## src/rtl/script_text_tokenizer_assert.svh

```systemverilog
// Assertion macros for the script text tokenizer.
// Included by the RTL files that carry concurrent checks; they expect clk and rst_n in scope.
`ifndef SCRIPT_TEXT_TOKENIZER_ASSERT_SVH
`define SCRIPT_TEXT_TOKENIZER_ASSERT_SVH
`ifndef NO_ASSERTIONS
// A property that must hold in the same cycle as its condition.
`define STT_ASSERT_NOW(lbl, cond, expr, msg) \
    lbl: assert property (@(posedge clk) disable iff (!rst_n) (cond) |-> (expr)) \
        else $error(msg);
// A property whose consequence is checked in the cycle after its condition.
`define STT_ASSERT_NEXT(lbl, cond, expr, msg) \
    lbl: assert property (@(posedge clk) disable iff (!rst_n) (cond) |=> (expr)) \
        else $error(msg);
`else
`define STT_ASSERT_NOW(lbl, cond, expr, msg)
`define STT_ASSERT_NEXT(lbl, cond, expr, msg)
`endif
`endif

```

## src/rtl/stt_pkg.sv

```systemverilog
// Shared types and constants for the script text tokenizer.
// No dependencies; used by every RTL module of the block.
`default_nettype none

package stt_pkg;

    localparam int MAX_TOKEN_LEN = 255;
    localparam int LEN_W         = $clog2(MAX_TOKEN_LEN + 1);
    localparam int RESULTS_MAX   = 3;

    localparam logic [7:0] CH_SEMI   = 8'h3B;
    localparam logic [7:0] CH_HASH   = 8'h23;
    localparam logic [7:0] CH_BAR    = 8'h7C;
    localparam logic [7:0] CH_DOT    = 8'h2E;
    localparam logic [7:0] CH_MINUS  = 8'h2D;
    localparam logic [7:0] CH_QUOTE  = 8'h22;
    localparam logic [7:0] CH_LPAREN = 8'h28;
    localparam logic [7:0] CH_RPAREN = 8'h29;
    localparam logic [7:0] CH_SPACE  = 8'h20;
    localparam logic [7:0] CH_CR     = 8'h0D;
    localparam logic [7:0] CH_LF     = 8'h0A;
    localparam logic [7:0] CH_TAB    = 8'h09;
    localparam logic [7:0] CH_ZERO   = 8'h30;
    localparam logic [7:0] CH_NINE   = 8'h39;

    typedef enum logic [2:0] {
        TK_EOI  = 3'd0,
        TK_ERR  = 3'd1,
        TK_LPAR = 3'd2,
        TK_RPAR = 3'd3,
        TK_SYM  = 3'd4,
        TK_INT  = 3'd5,
        TK_FLT  = 3'd6,
        TK_STR  = 3'd7
    } token_kind_t;

    typedef struct packed {
        logic [7:0] in_byte;
        logic       end_of_input;
    } in_item_t;

    typedef struct packed {
        logic       kind;
        logic [7:0] char_out;
        logic [2:0] token_kind;
        logic       overflow;
        logic       last;
    } out_item_t;

    // All results caused by one input item; slot[0] goes out first.
    typedef struct packed {
        out_item_t [RESULTS_MAX-1:0] slot;
        logic [1:0]                  count;
    } bundle_t;

endpackage

`default_nettype wire

```

## src/rtl/stt_lexer.sv

```systemverilog
// Lexer state and the single-pass step logic that turns one item into its results.
// Depends on stt_pkg.
`default_nettype none

module stt_lexer (
    input  wire logic              clk,
    input  wire logic              rst_n,
    input  wire logic              fire,
    input  wire stt_pkg::in_item_t item,
    output stt_pkg::bundle_t       bundle
);

    typedef enum logic [2:0] {
        ST_IDLE  = 3'd0,
        ST_LINE  = 3'd1,
        ST_BLOCK = 3'd2,
        ST_BAR   = 3'd3,
        ST_HASH  = 3'd4,
        ST_SYM   = 3'd5,
        ST_NUM   = 3'd6,
        ST_STR   = 3'd7
    } lex_state_t;

    lex_state_t                 state_reg, state_next;
    logic                       float_reg, float_next;
    logic [stt_pkg::LEN_W-1:0]  len_reg, len_next;
    logic                       ovf_reg, ovf_next;

    stt_pkg::out_item_t [stt_pkg::RESULTS_MAX-1:0] res;
    logic [1:0]  n;
    logic        reproc;
    logic [7:0]  c;
    logic        c_space;
    logic        c_digit;

    function automatic stt_pkg::out_item_t mk(input logic kind, input logic [7:0] ch,
                                              input logic [2:0] tk, input logic ovf);
        stt_pkg::out_item_t r;
        r.kind       = kind;
        r.char_out   = ch;
        r.token_kind = tk;
        r.overflow   = ovf;
        r.last       = 1'b0;
        return r;
    endfunction

    assign c       = item.in_byte;
    assign c_space = (c == stt_pkg::CH_SPACE) || (c == stt_pkg::CH_CR) ||
                     (c == stt_pkg::CH_LF) || (c == stt_pkg::CH_TAB);
    assign c_digit = (c >= stt_pkg::CH_ZERO) && (c <= stt_pkg::CH_NINE);

    always_comb
    begin
        state_next = state_reg;
        float_next = float_reg;
        len_next   = len_reg;
        ovf_next   = ovf_reg;
        res        = '0;
        n          = 2'd0;
        reproc     = 1'b0;

        if (item.end_of_input)
        begin
            case (state_reg)
                ST_SYM:
                begin
                    res[n] = mk(1'b1, 8'd0, stt_pkg::TK_SYM, ovf_reg);
                    n = n + 2'd1;
                end
                ST_NUM:
                begin
                    res[n] = mk(1'b1, 8'd0, float_reg ? stt_pkg::TK_FLT : stt_pkg::TK_INT,
                                ovf_reg);
                    n = n + 2'd1;
                end
                ST_STR:
                begin
                    res[n] = mk(1'b1, 8'd0, stt_pkg::TK_ERR, ovf_reg);
                    n = n + 2'd1;
                end
                ST_HASH:
                begin
                    res[n] = mk(1'b1, 8'd0, stt_pkg::TK_ERR, 1'b0);
                    n = n + 2'd1;
                end
                default:
                begin
                end
            endcase
            res[n] = mk(1'b1, 8'd0, stt_pkg::TK_EOI, 1'b0);
            n = n + 2'd1;
            state_next = ST_IDLE;
            float_next = 1'b0;
            len_next   = '0;
            ovf_next   = 1'b0;
        end
        else
        begin
            case (state_reg)
                ST_LINE:
                begin
                    if (c == stt_pkg::CH_CR || c == stt_pkg::CH_LF)
                        state_next = ST_IDLE;
                end
                ST_BLOCK:
                begin
                    if (c == stt_pkg::CH_BAR)
                        state_next = ST_BAR;
                end
                ST_BAR:
                begin
                    state_next = (c == stt_pkg::CH_HASH) ? ST_IDLE : ST_BLOCK;
                end
                ST_HASH:
                begin
                    if (c == stt_pkg::CH_BAR)
                        state_next = ST_BLOCK;
                    else
                    begin
                        res[n] = mk(1'b1, 8'd0, stt_pkg::TK_ERR, 1'b0);
                        n = n + 2'd1;
                        state_next = ST_IDLE;
                    end
                end
                ST_SYM:
                begin
                    if (!c_space && c != stt_pkg::CH_LPAREN && c != stt_pkg::CH_RPAREN &&
                        c != stt_pkg::CH_QUOTE)
                    begin
                        if (len_next < stt_pkg::LEN_W'(stt_pkg::MAX_TOKEN_LEN))
                        begin
                            res[n] = mk(1'b0, c, stt_pkg::TK_EOI, 1'b0);
                            n = n + 2'd1;
                            len_next = len_next + stt_pkg::LEN_W'(1);
                        end
                        else
                            ovf_next = 1'b1;
                    end
                    else
                    begin
                        res[n] = mk(1'b1, 8'd0, stt_pkg::TK_SYM, ovf_next);
                        n = n + 2'd1;
                        state_next = ST_IDLE;
                        reproc = 1'b1;
                    end
                end
                ST_NUM:
                begin
                    if (c_digit || c == stt_pkg::CH_DOT)
                    begin
                        if (c == stt_pkg::CH_DOT)
                            float_next = 1'b1;
                        if (len_next < stt_pkg::LEN_W'(stt_pkg::MAX_TOKEN_LEN))
                        begin
                            res[n] = mk(1'b0, c, stt_pkg::TK_EOI, 1'b0);
                            n = n + 2'd1;
                            len_next = len_next + stt_pkg::LEN_W'(1);
                        end
                        else
                            ovf_next = 1'b1;
                    end
                    else
                    begin
                        res[n] = mk(1'b1, 8'd0,
                                    float_next ? stt_pkg::TK_FLT : stt_pkg::TK_INT, ovf_next);
                        n = n + 2'd1;
                        state_next = ST_IDLE;
                        reproc = 1'b1;
                    end
                end
                ST_STR:
                begin
                    if (c != stt_pkg::CH_QUOTE)
                    begin
                        if (len_next < stt_pkg::LEN_W'(stt_pkg::MAX_TOKEN_LEN))
                        begin
                            res[n] = mk(1'b0, c, stt_pkg::TK_EOI, 1'b0);
                            n = n + 2'd1;
                            len_next = len_next + stt_pkg::LEN_W'(1);
                        end
                        else
                            ovf_next = 1'b1;
                    end
                    else
                    begin
                        res[n] = mk(1'b1, 8'd0, stt_pkg::TK_STR, ovf_next);
                        n = n + 2'd1;
                        state_next = ST_IDLE;
                    end
                end
                default:
                begin
                    state_next = ST_IDLE;
                    reproc = 1'b1;
                end
            endcase

            // A byte seen between tokens, or one that closes a symbol or number, is then handled as between tokens.
            if (reproc)
            begin
                if (c == stt_pkg::CH_SEMI)
                    state_next = ST_LINE;
                else if (c == stt_pkg::CH_HASH)
                    state_next = ST_HASH;
                else if (c == stt_pkg::CH_LPAREN || c == stt_pkg::CH_RPAREN)
                begin
                    state_next = ST_IDLE;
                    len_next   = '0;
                    ovf_next   = 1'b0;
                    float_next = 1'b0;
                    res[n] = mk(1'b0, c, stt_pkg::TK_EOI, 1'b0);
                    n = n + 2'd1;
                    res[n] = mk(1'b1, 8'd0, (c == stt_pkg::CH_LPAREN) ? stt_pkg::TK_LPAR :
                                stt_pkg::TK_RPAR, 1'b0);
                    n = n + 2'd1;
                end
                else if (c == stt_pkg::CH_QUOTE)
                begin
                    state_next = ST_STR;
                    len_next   = '0;
                    ovf_next   = 1'b0;
                    float_next = 1'b0;
                end
                else if (!c_space)
                begin
                    state_next = (c_digit || c == stt_pkg::CH_MINUS) ? ST_NUM : ST_SYM;
                    ovf_next   = 1'b0;
                    float_next = 1'b0;
                    // Any length limit of one or more lets the first character through.
                    res[n] = mk(1'b0, c, stt_pkg::TK_EOI, 1'b0);
                    n = n + 2'd1;
                    len_next = stt_pkg::LEN_W'(1);
                end
            end
        end

        if (n != 2'd0)
            res[n - 2'd1].last = 1'b1;
    end

    assign bundle.slot  = res;
    assign bundle.count = n;

    always_ff @(posedge clk or negedge rst_n)
    begin
        if (!rst_n)
        begin
            state_reg <= ST_IDLE;
            float_reg <= 1'b0;
            len_reg   <= '0;
            ovf_reg   <= 1'b0;
        end
        else if (fire)
        begin
            state_reg <= state_next;
            float_reg <= float_next;
            len_reg   <= len_next;
            ovf_reg   <= ovf_next;
        end
    end

endmodule

`default_nettype wire

```

## src/rtl/stt_result_buf.sv

```systemverilog
// Result register that holds one item's results and sends them out one per cycle unless stalled.
// Depends on stt_pkg and the assertion macro header.
`default_nettype none

`include "script_text_tokenizer_assert.svh"

module stt_result_buf (
    input  wire logic               clk,
    input  wire logic               rst_n,
    input  wire logic               load,
    input  wire stt_pkg::bundle_t   bundle,
    output logic                    ready,
    output logic                    valid,
    input  wire logic               stall,
    output stt_pkg::out_item_t      item
);

    stt_pkg::out_item_t [stt_pkg::RESULTS_MAX-1:0] slot_reg;
    logic [1:0] cnt_reg;
    logic       out_fire;

    assign valid    = (cnt_reg != 2'd0);
    assign item     = slot_reg[0];
    assign out_fire = valid && !stall;
    // The last waiting result may leave in the same cycle that the next bundle arrives.
    assign ready    = (cnt_reg == 2'd0) || ((cnt_reg == 2'd1) && out_fire);

    always_ff @(posedge clk or negedge rst_n)
    begin
        if (!rst_n)
            cnt_reg <= 2'd0;
        else if (load)
            cnt_reg <= bundle.count;
        else if (out_fire)
            cnt_reg <= cnt_reg - 2'd1;
    end

    always_ff @(posedge clk)
    begin
        if (load)
            slot_reg <= bundle.slot;
        else if (out_fire)
        begin
            slot_reg[0] <= slot_reg[1];
            slot_reg[1] <= slot_reg[2];
        end
    end

    `STT_ASSERT_NOW(a_last_on_final, cnt_reg == 2'd1, slot_reg[0].last, "final result lacks last")
    `STT_ASSERT_NOW(a_no_early_last, cnt_reg > 2'd1, !slot_reg[0].last, "last before final result")
    `STT_ASSERT_NEXT(a_drain_empty, out_fire && cnt_reg == 2'd1 && !load, !valid,
                     "result buffer did not empty")

endmodule

`default_nettype wire

```

## src/rtl/script_text_tokenizer.sv

```systemverilog
// Top level of the script text tokenizer; depends on stt_pkg, stt_lexer and stt_result_buf.
// An accepted item is held in the input register, passes through the lexer into the result
// register once that register is ready, and its first result is then offered from there.
// Throughput: one item per cycle while the input is not stalled; an item gives at most three results,
// and the input stalls while two or more results wait or the receiver stalls the last one.
// Reset is asynchronous, active low, and returns the lexer to idle with the buffers empty.
`default_nettype none

module script_text_tokenizer (
    input  wire logic               clk,
    input  wire logic               rst_n,
    input  wire logic               text_valid,
    output logic                    text_stall,
    input  wire stt_pkg::in_item_t  text_item,
    output logic                    token_valid,
    input  wire logic               token_stall,
    output stt_pkg::out_item_t      token_item
);

    logic               in_valid_reg;
    stt_pkg::in_item_t  in_item_reg;
    logic               buf_ready;
    logic               load;
    logic               accept;
    stt_pkg::bundle_t   bundle;

    assign load       = in_valid_reg && buf_ready;
    assign text_stall = in_valid_reg && !load;
    assign accept     = text_valid && !text_stall;

    always_ff @(posedge clk or negedge rst_n)
    begin
        if (!rst_n)
            in_valid_reg <= 1'b0;
        else if (accept)
            in_valid_reg <= 1'b1;
        else if (load)
            in_valid_reg <= 1'b0;
    end

    always_ff @(posedge clk)
    begin
        if (accept)
            in_item_reg <= text_item;
    end

    stt_lexer u_lexer (
        .clk    (clk),
        .rst_n  (rst_n),
        .fire   (load),
        .item   (in_item_reg),
        .bundle (bundle)
    );

    stt_result_buf u_result_buf (
        .clk    (clk),
        .rst_n  (rst_n),
        .load   (load),
        .bundle (bundle),
        .ready  (buf_ready),
        .valid  (token_valid),
        .stall  (token_stall),
        .item   (token_item)
    );

endmodule

`default_nettype wire
```

## config.mk

```make
export PLATFORM = sky130hd
export DESIGN_NAME = script_text_tokenizer
export DESIGN_NICKNAME = d
export VERILOG_FILES = /design/src/rtl/stt_pkg.sv /design/src/rtl/stt_lexer.sv /design/src/rtl/stt_result_buf.sv /design/src/rtl/script_text_tokenizer.sv
export VERILOG_INCLUDE_DIRS = /design/src /design/src/rtl
export SDC_FILE = /design/constraint.sdc
export NUM_CORES = 1
export LEC_CHECK = 0
export ABC_AREA = 1
export BUFFER_PORTS_ARGS = -buffer_cell sky130_fd_sc_hd__clkbuf_2
export CORE_MARGIN = 4
export CORE_UTILIZATION = 30
export CTS_BUF_LIST = sky130_fd_sc_hd__clkbuf_4
export CTS_CLUSTER_SIZE = 28
export DETAILED_ROUTE_END_ITERATION = 10
export PLACE_DENSITY = 0.54
export SLEW_MARGIN = 20
export SYNTH_ARGS = -nofsm -noshare
export SYNTH_HDL_FRONTEND = slang
export SYNTH_SLANG_ARGS = --single-unit
```

## constraint.sdc

```tcl
create_clock -name clk -period 3.5 [get_ports clk]
set_clock_uncertainty 0.1 [all_clocks]
set_input_delay 0.35 -clock clk [delete_from_list [all_inputs] [get_ports clk]]
set_output_delay 0.35 -clock clk [all_outputs]
set_load 0.1 [all_outputs]
```

### Yosys cells after proc, flatten, opt, wreduce, memory -nomap -nowiden

Cells that the tools add are included.

| cells by class | value |
|---|---|
| $add $sub $neg | 6 |
| muxes and demuxes | 106 |
| bitwise logic cells | 3 |
| equal/unequal tests | 23 |
| reduce and logical (&&, ||, !) cells | 32 |
| $lt $le $gt $ge | 11 |

Operators by type and width:

| kind | number |
|---|---|
| $mux W42 | 8 |
| $bwmux W42 | 3 |
| $mux W14 | 9 |
| $demux W14 S2 | 4 |
| $pmux W14 S4 | 2 |
| $mux W8 | 11 |
| $eq A8 B6 Y1 const B | 8 |
| $mux W28 | 2 |
| $and A13 B39 Y39 | 1 |
| $not A39 Y39 | 1 |
| $mux W3 | 12 |
| $mux W1 | 33 |
| $mux W2 | 16 |
| $eq A8 B4 Y1 const B | 3 |
| $ne A8 B6 Y1 const B | 3 |
| $pmux W8 S3 | 1 |
| $pmux W3 S7 | 1 |
| $logic_and A1 B1 Y1 | 13 |
| $mux W13 | 1 |
| $eq A3 B3 Y1 const B | 4 |
| $lt A2 B3 Y1 const B | 4 |
| $add A8 B1 Y8 const B | 1 |
| $eq A8 B7 Y1 const B | 1 |
| $ge A2 B1 Y1 const B | 4 |
| 17 further kinds | 35 |

| storage, ports and cells | value |
|---|---|
| register bits after elaboration | 67 |
| output and inout port bits | 16 |
| bits of input ports | 13 |
| logic and storage cells | 204 |

### Depth between registers and ports, before layout

| logic depth | value |
|---|---|
| depth after elaboration | 27 |
| mapped depth | 16 |

### Hierarchy

From an unflattened synthesis, not the netlist that was laid out.

| second synthesis, totals | value |
|---|---|
| cells, all modules | 509 |
| area total of the unflattened synthesis | 4187.8 sq um |

By module, submodules not included:

| module | times used | area an instance (sq um) | cells an instance | seq. area each (sq um) |
|---|---|---|---|---|
| stt_lexer | 1 | 1964.4 | 321 | 325.3 |
| stt_result_buf | 1 | 1888.1 | 170 | 1311.3 |
| script_text_tokenizer | 1 | 335.3 | 18 | 295.3 |

### Worst setup path before layout

No wires, ideal clock.

| timing | value |
|---|---|
| path type | register -> register |
| start point | register u_result_buf.cnt_reg[0] |
| end point | register u_result_buf.slot_reg, in the netlist u_result_buf.item[0] (enable) |
| cell stages (with the launch flop) | 6 |
| data arrival time | 2012 ps |
| clock period less this slack | 2494 ps |
| slack | 1006 ps |
| required time | 3018 ps |
| buffers on the path | 0 |
| path through | dfrtp_1 -> inv_1 -> ha_1 -> inv_1 -> a21oi_1 -> inv_1 |

| between the ends | value |
|---|---|
| cells in the longest elaborated chain, start to end | 6 |
| elaborated cells on any way between the ends | 8 |

RTL lines:

| element | RTL line | text |
|---|---|---|
| from (decl) | stt_result_buf.sv:19 | `logic [1:0] cnt_reg;` |
| from (signal assigned) | stt_result_buf.sv:33 | `cnt_reg <= bundle.count;` |
| from (signal assigned) | stt_result_buf.sv:35 | `cnt_reg <= cnt_reg - 2'd1;` |
| $reduce_bool A2 Y1 * | stt_result_buf.sv:22 | `assign valid = (cnt_reg != 2'd0);` |
| via token_valid | script_text_tokenizer.sv:15 | `output logic token_valid,` |
| $logic_and A1 B1 Y1 * | stt_result_buf.sv:24 | `assign out_fire = valid && !stall;` |
| $logic_and A1 B1 Y1 | stt_result_buf.sv:26 | `assign ready = (cnt_reg == 2'd0) \|\| ((cnt_reg == 2'd1) && out_fire);` |
| $logic_or A1 B1 Y1 | stt_result_buf.sv:26 |  |
| $logic_and A1 B1 Y1 | script_text_tokenizer.sv:27 | `assign load = in_valid_reg && buf_ready;` |
| $reduce_bool A2 Y1 (no source line) * | n/a |  |
| to (signal assigned) | stt_result_buf.sv:41 | `slot_reg <= bundle.slot;` |
| to (decl) | stt_result_buf.sv:18 | `stt_pkg::out_item_t [stt_pkg::RESULTS_MAX-1:0] slot_reg;` |

Mark *: on every way through the listed nets, which the timed path passes. The rest lies on a longest branch.
A chain may end at the register's enable or synchronous reset.

### Worst setup path in the final report

| timing | value |
|---|---|
| start point | register u_lexer.len_reg[0] (netlist name) |
| end point | register u_result_buf.slot_reg[14] (netlist name) (data pin) |

| between the ends | value |
|---|---|
| cells in the longest elaborated chain, start to end | 21 |
| elaborated cells on any way between the ends | 45 |

RTL lines:

| element | RTL line | text |
|---|---|---|
| from (decl) | stt_lexer.sv:26 | `logic [stt_pkg::LEN_W-1:0] len_reg, len_next;` |
| from (signal assigned) | stt_lexer.sv:257 | `len_reg <= len_next;` |
| $lt A8 B8 Y1 * | stt_lexer.sv:130, stt_lexer.sv:153, stt_lexer.sv:175 |  |
| $mux W1 * | stt_lexer.sv:130, stt_lexer.sv:153, stt_lexer.sv:175 |  |
| $mux W1, or another cell as far along | stt_lexer.sv:173 | `if (c != stt_pkg::CH_QUOTE)` |
| $pmux W2 S4 * | stt_lexer.sv:99 | `case (state_reg)` |
| $mux W2 * | stt_lexer.sv:62 | `if (item.end_of_input)` |
| branches (longest 14 deep; another with $lt A2 B3 Y1) | n/a |  |
| $mux W42 * | stt_lexer.sv:237 | `if (n != 2'd0)` |
| $mux W28 * | stt_result_buf.sv:40 | `if (load)` |

Every way passes the cells marked *. The select of a mux whose other input is x is not followed.

==> load_flow_metrics.sql <==
INSERT INTO impl_metrics (metric_group, metric, value, unit) VALUES
('worst_hold_path', 'worst_hold_startpoint', 'text_item[6]', ''),
('synthesis', 'synthMostInstantiatedCell', 'sky130_fd_sc_hd__nand2_1', ''),
('global_route', 'grt_util_met3', '2.03', '%'),
('setup_path', 'startpoint_type', 'flip-flop', ''),
('drt', 'detailroute.via_count', '2808', ''),
('global_route', 'gr-usage-met1', '19.5', '%'),
('setup_path', 'cp.required', '3.57', 'ns'),
('global_route', 'top_usage_layer', 'met2', ''),
('setup_path', 'reg2reg_depth', '11', ''),
('drt', 'final_antenna_net_count', '0', ''),
('floorplanning', 'die_width', '113', 'um'),
('floorplanning', 'floorplan.rows', '38', ''),
('synthesis', 'netlist.area_leader.share', '34.5', '%'),
('global_route', 'global_route_wire_length_before_repair', '13900', 'um'),
('timing', 'worst_slack', '0.870', 'ns'),
('synthesis', 'syn-cell-area', '3310', 'um^2'),
('drt', 'detail_route.iter0.violations', '290', ''),
('setup_path', 'path_max_fanout', '9', ''),
('global_route', 'globalRouteMet2Util', '20.6', '%'),
('floorplanning', 'initial_utilization', '30.6', '%'),
('synthesis', 'yosys_warnings', '0', ''),
('timing', 'tns', '0', 'ns'),
('clock_network', 'number_of_clock_buffers_inserted_by_tritoncts', '5', ''),
('synthesis', 'syn-instance-count', '413', ''),
('setup_path', 'worst_ep_arrival_time', '2.70', 'ns'),
('timing', 'final_hold_vio_count', '0', ''),
('power_and_ir_drop', 'power.net_switching', '1840', 'uW'),
('global_route', 'antenna_found_initial', '0', ''),
('run', 'max-cap-violations', '0', ''),
('synthesis', 'synth_top_flop_cell', 'sky130_fd_sc_hd__edfxtp_1', ''),
('synthesis', 'yosys_register_bits', '54', ''),
('clock_network', 'cts_tree', 'done', ''),
('clock_network', 'tritoncts_num_sinks', '54', ''),
('cells_and_area', 'ff_latch_area', '1540', 'um^2'),
('worst_hold_path', 'min_path_cells', '1', ''),
('clock_network', 'clkLatencyLatePin', '0.39', 'ns'),
('floorplanning', 'design.die.area', '12800', 'um^2'),
('power_and_ir_drop', 'intPower', '1530', 'uW'),
('synthesis', 'syn-mean-instance-area', '8.00', 'um^2'),
('global_route', 'global_route.usage.total', '13.4', '%'),
('cells_and_area', 'non_filler_instance_count_after_layout', '574', ''),
('placed_design', 'dpl.cell_count', '564', ''),
('cells_and_area', 'drive_gt1_share', '15.9', '%'),
('setup_path', 'worstReg2RegStart', 'u_lexer.len_reg[0]$_DFFE_PN0P_', ''),
('synthesis', 'synthesis.nets', '429', ''),
('drt', 'drc', '0', ''),
('power_and_ir_drop', 'max-vdd-ir-drop', '0.588', 'mV'),
('power_and_ir_drop', 'switching_share', '54.6', '%'),
('synthesis', 'synth_enable_flop_cells', '38', ''),
('global_route', 'grt_max_degree', '24', ''),
('power_and_ir_drop', 'power_frac_seq', '34.2', '%'),
('power_and_ir_drop', 'power.clock.fraction', '10.8', '%'),
('clock_network', 'clockRootBuffer', 'sky130_fd_sc_hd__clkbuf_4', ''),
('clock_network', 'post_cts_buffers', '0', ''),
('timing', 'setup_viol', '0', ''),
('synthesis', 'yosys.area.top_type', 'sky130_fd_sc_hd__edfxtp_1', ''),
('setup_path', 'reg2reg_to', 'u_result_buf.slot_reg[14]$_DFFE_PP_', ''),
('drt', 'route.detailed.vias_per_inst', '4.89', ''),
('cells_and_area', 'design_area', '3610', 'um^2'),
('placed_design', 'port_buffers', '28', ''),
('clock_network', 'register_clock_pin_slew_on_the_reported_worst_setup_and_hold_paths', '0.16', 'ns'),
('status', 'outcome', 'completed', ''),
('clock_network', 'cts.path.max_buffers', '2', ''),
('global_route', 'first_global_vias', '2718', ''),
('power_and_ir_drop', 'leakage', '0.00158', 'uW'),
('floorplanning', 'fp.coreArea', '10800', 'um^2'),
('setup_path', 'setup.worst_path.class', 'flip-flop to flip-flop', ''),
('cells_and_area', 'largest_register_ffs', '15', ''),
('setup_path', 'critPathCaptureType', 'flip-flop', ''),
('floorplanning', 'top_level_ports', '29', ''),
('worst_hold_path', 'min_delay_worst_endpoint', 'in_item_reg[6]$_DFFE_PP_', '');
worst max-delay path by stage:
| stage | to | from |
|---|---|---|
| finish | u_result_buf.slot_reg[14]$_DFFE_PP_ | u_lexer.len_reg[0]$_DFFE_PN0P_ |
| global route | u_result_buf.slot_reg[14]$_DFFE_PP_ | u_lexer.len_reg[0]$_DFFE_PN0P_ |
| CTS | u_result_buf.slot_reg[14]$_DFFE_PP_ | u_lexer.len_reg[0]$_DFFE_PN0P_ |
| detailed placement | u_result_buf.slot_reg[14]$_DFFE_PP_ | u_lexer.len_reg[0]$_DFFE_PN0P_ |
| global placement | u_result_buf.slot_reg[14]$_DFFE_PP_ | u_lexer.len_reg[0]$_DFFE_PN0P_ |
| floorplan | u_result_buf.item[0]$_DFFE_PP_ | u_result_buf.cnt_reg[0]$_DFFE_PN0P_ |
kinds of logic (layout without fill, tap and decap cells):
group / Yosys count / in the layout / synth area share, %
simple gates: 217 / 217 / 30.5
fa+ha+maj: 3 / 3 / 1.14
flops: 54 / 54 / 46.6
buf+inv: 74 / 95 / 10.1
xor+xnor: 1 / 1 / 0.265
compound gates: 64 / 64 / 11.3
layer usage:
metal	part of all wire [%]	vias up
met4	1.8	0
met2	45	108
met3	6.0	15
li1	-	1406
met1	47	1279
met5	0	-
cells in the final DEF (no fill, tap or decap), types with 2 or more instances in the layout:
master and instances:
sky130_fd_sc_hd__nand4_1 6, sky130_fd_sc_hd__inv_1 47, sky130_fd_sc_hd__clkbuf_2 28, sky130_fd_sc_hd__o21ai_0 33, sky130_fd_sc_hd__nand3_2 6, sky130_fd_sc_hd__nand2_2 9
sky130_fd_sc_hd__o211ai_1 6, sky130_fd_sc_hd__nand3_1 36, sky130_fd_sc_hd__dfrtp_1 16, sky130_fd_sc_hd__edfxtp_1 38, sky130_fd_sc_hd__inv_2 6, sky130_fd_sc_hd__o21ai_1 4
sky130_fd_sc_hd__dlygate4sd3_1 2, sky130_fd_sc_hd__nand2_1 100, sky130_fd_sc_hd__nor2_2 2, sky130_fd_sc_hd__nor3_1 13, sky130_fd_sc_hd__ha_1 3, sky130_fd_sc_hd__o22ai_1 2
sky130_fd_sc_hd__a21oi_1 11, sky130_fd_sc_hd__a31oi_1 3, sky130_fd_sc_hd__nor2_1 40, sky130_fd_sc_hd__buf_4 4, sky130_fd_sc_hd__clkbuf_4 5
power by group through the flow:
stage | Clock (uW) | Sequential [uW] | Combinational [uW]
floorplan | 0 | 1110 | 1620
global placement | 0 | 1160 | 1860
detailed placement | 0 | 1160 | 1860
CTS | 378 | 1150 | 1860
global route | 411 | 1180 | 2020
finish | 364 | 1150 | 1850
final cells by class:
cell class	count	area share, %
repair buffers	34	5.26
clock inverters	3	1.18
flip-flops and latches	54	42.6
multi-input cells	285	39.5
well taps	140	4.85
inverters	53	5.50
clock buffers	5	1.04
metrics by stage:
step / utilization [%] / hold slack [ns]
floorplan: - / -0.0456
finish: 33.5 / 0.0157
detailed placement: 32.6 / 0.215
global placement: 32.6 / 0.215
CTS: 33.4 / 0.00601
global route: 33.5 / 0.00137
worst max-delay path, cell delays in order, from the launching register on:
cell and delay [ns]:
sky130_fd_sc_hd__dfrtp_1 0.45, sky130_fd_sc_hd__ha_1 0.22, sky130_fd_sc_hd__nand3_2 0.14, sky130_fd_sc_hd__nor3_4 0.35, sky130_fd_sc_hd__nand2_1 0.12, sky130_fd_sc_hd__nand2_1 0.09, sky130_fd_sc_hd__nand3_2 0.10, sky130_fd_sc_hd__a21oi_4 0.32
sky130_fd_sc_hd__nand3_2 0.10, sky130_fd_sc_hd__nand3_1 0.10, sky130_fd_sc_hd__nand3_2 0.13, sky130_fd_sc_hd__and2_1 0.19
(Power assumes the default switching activity.)
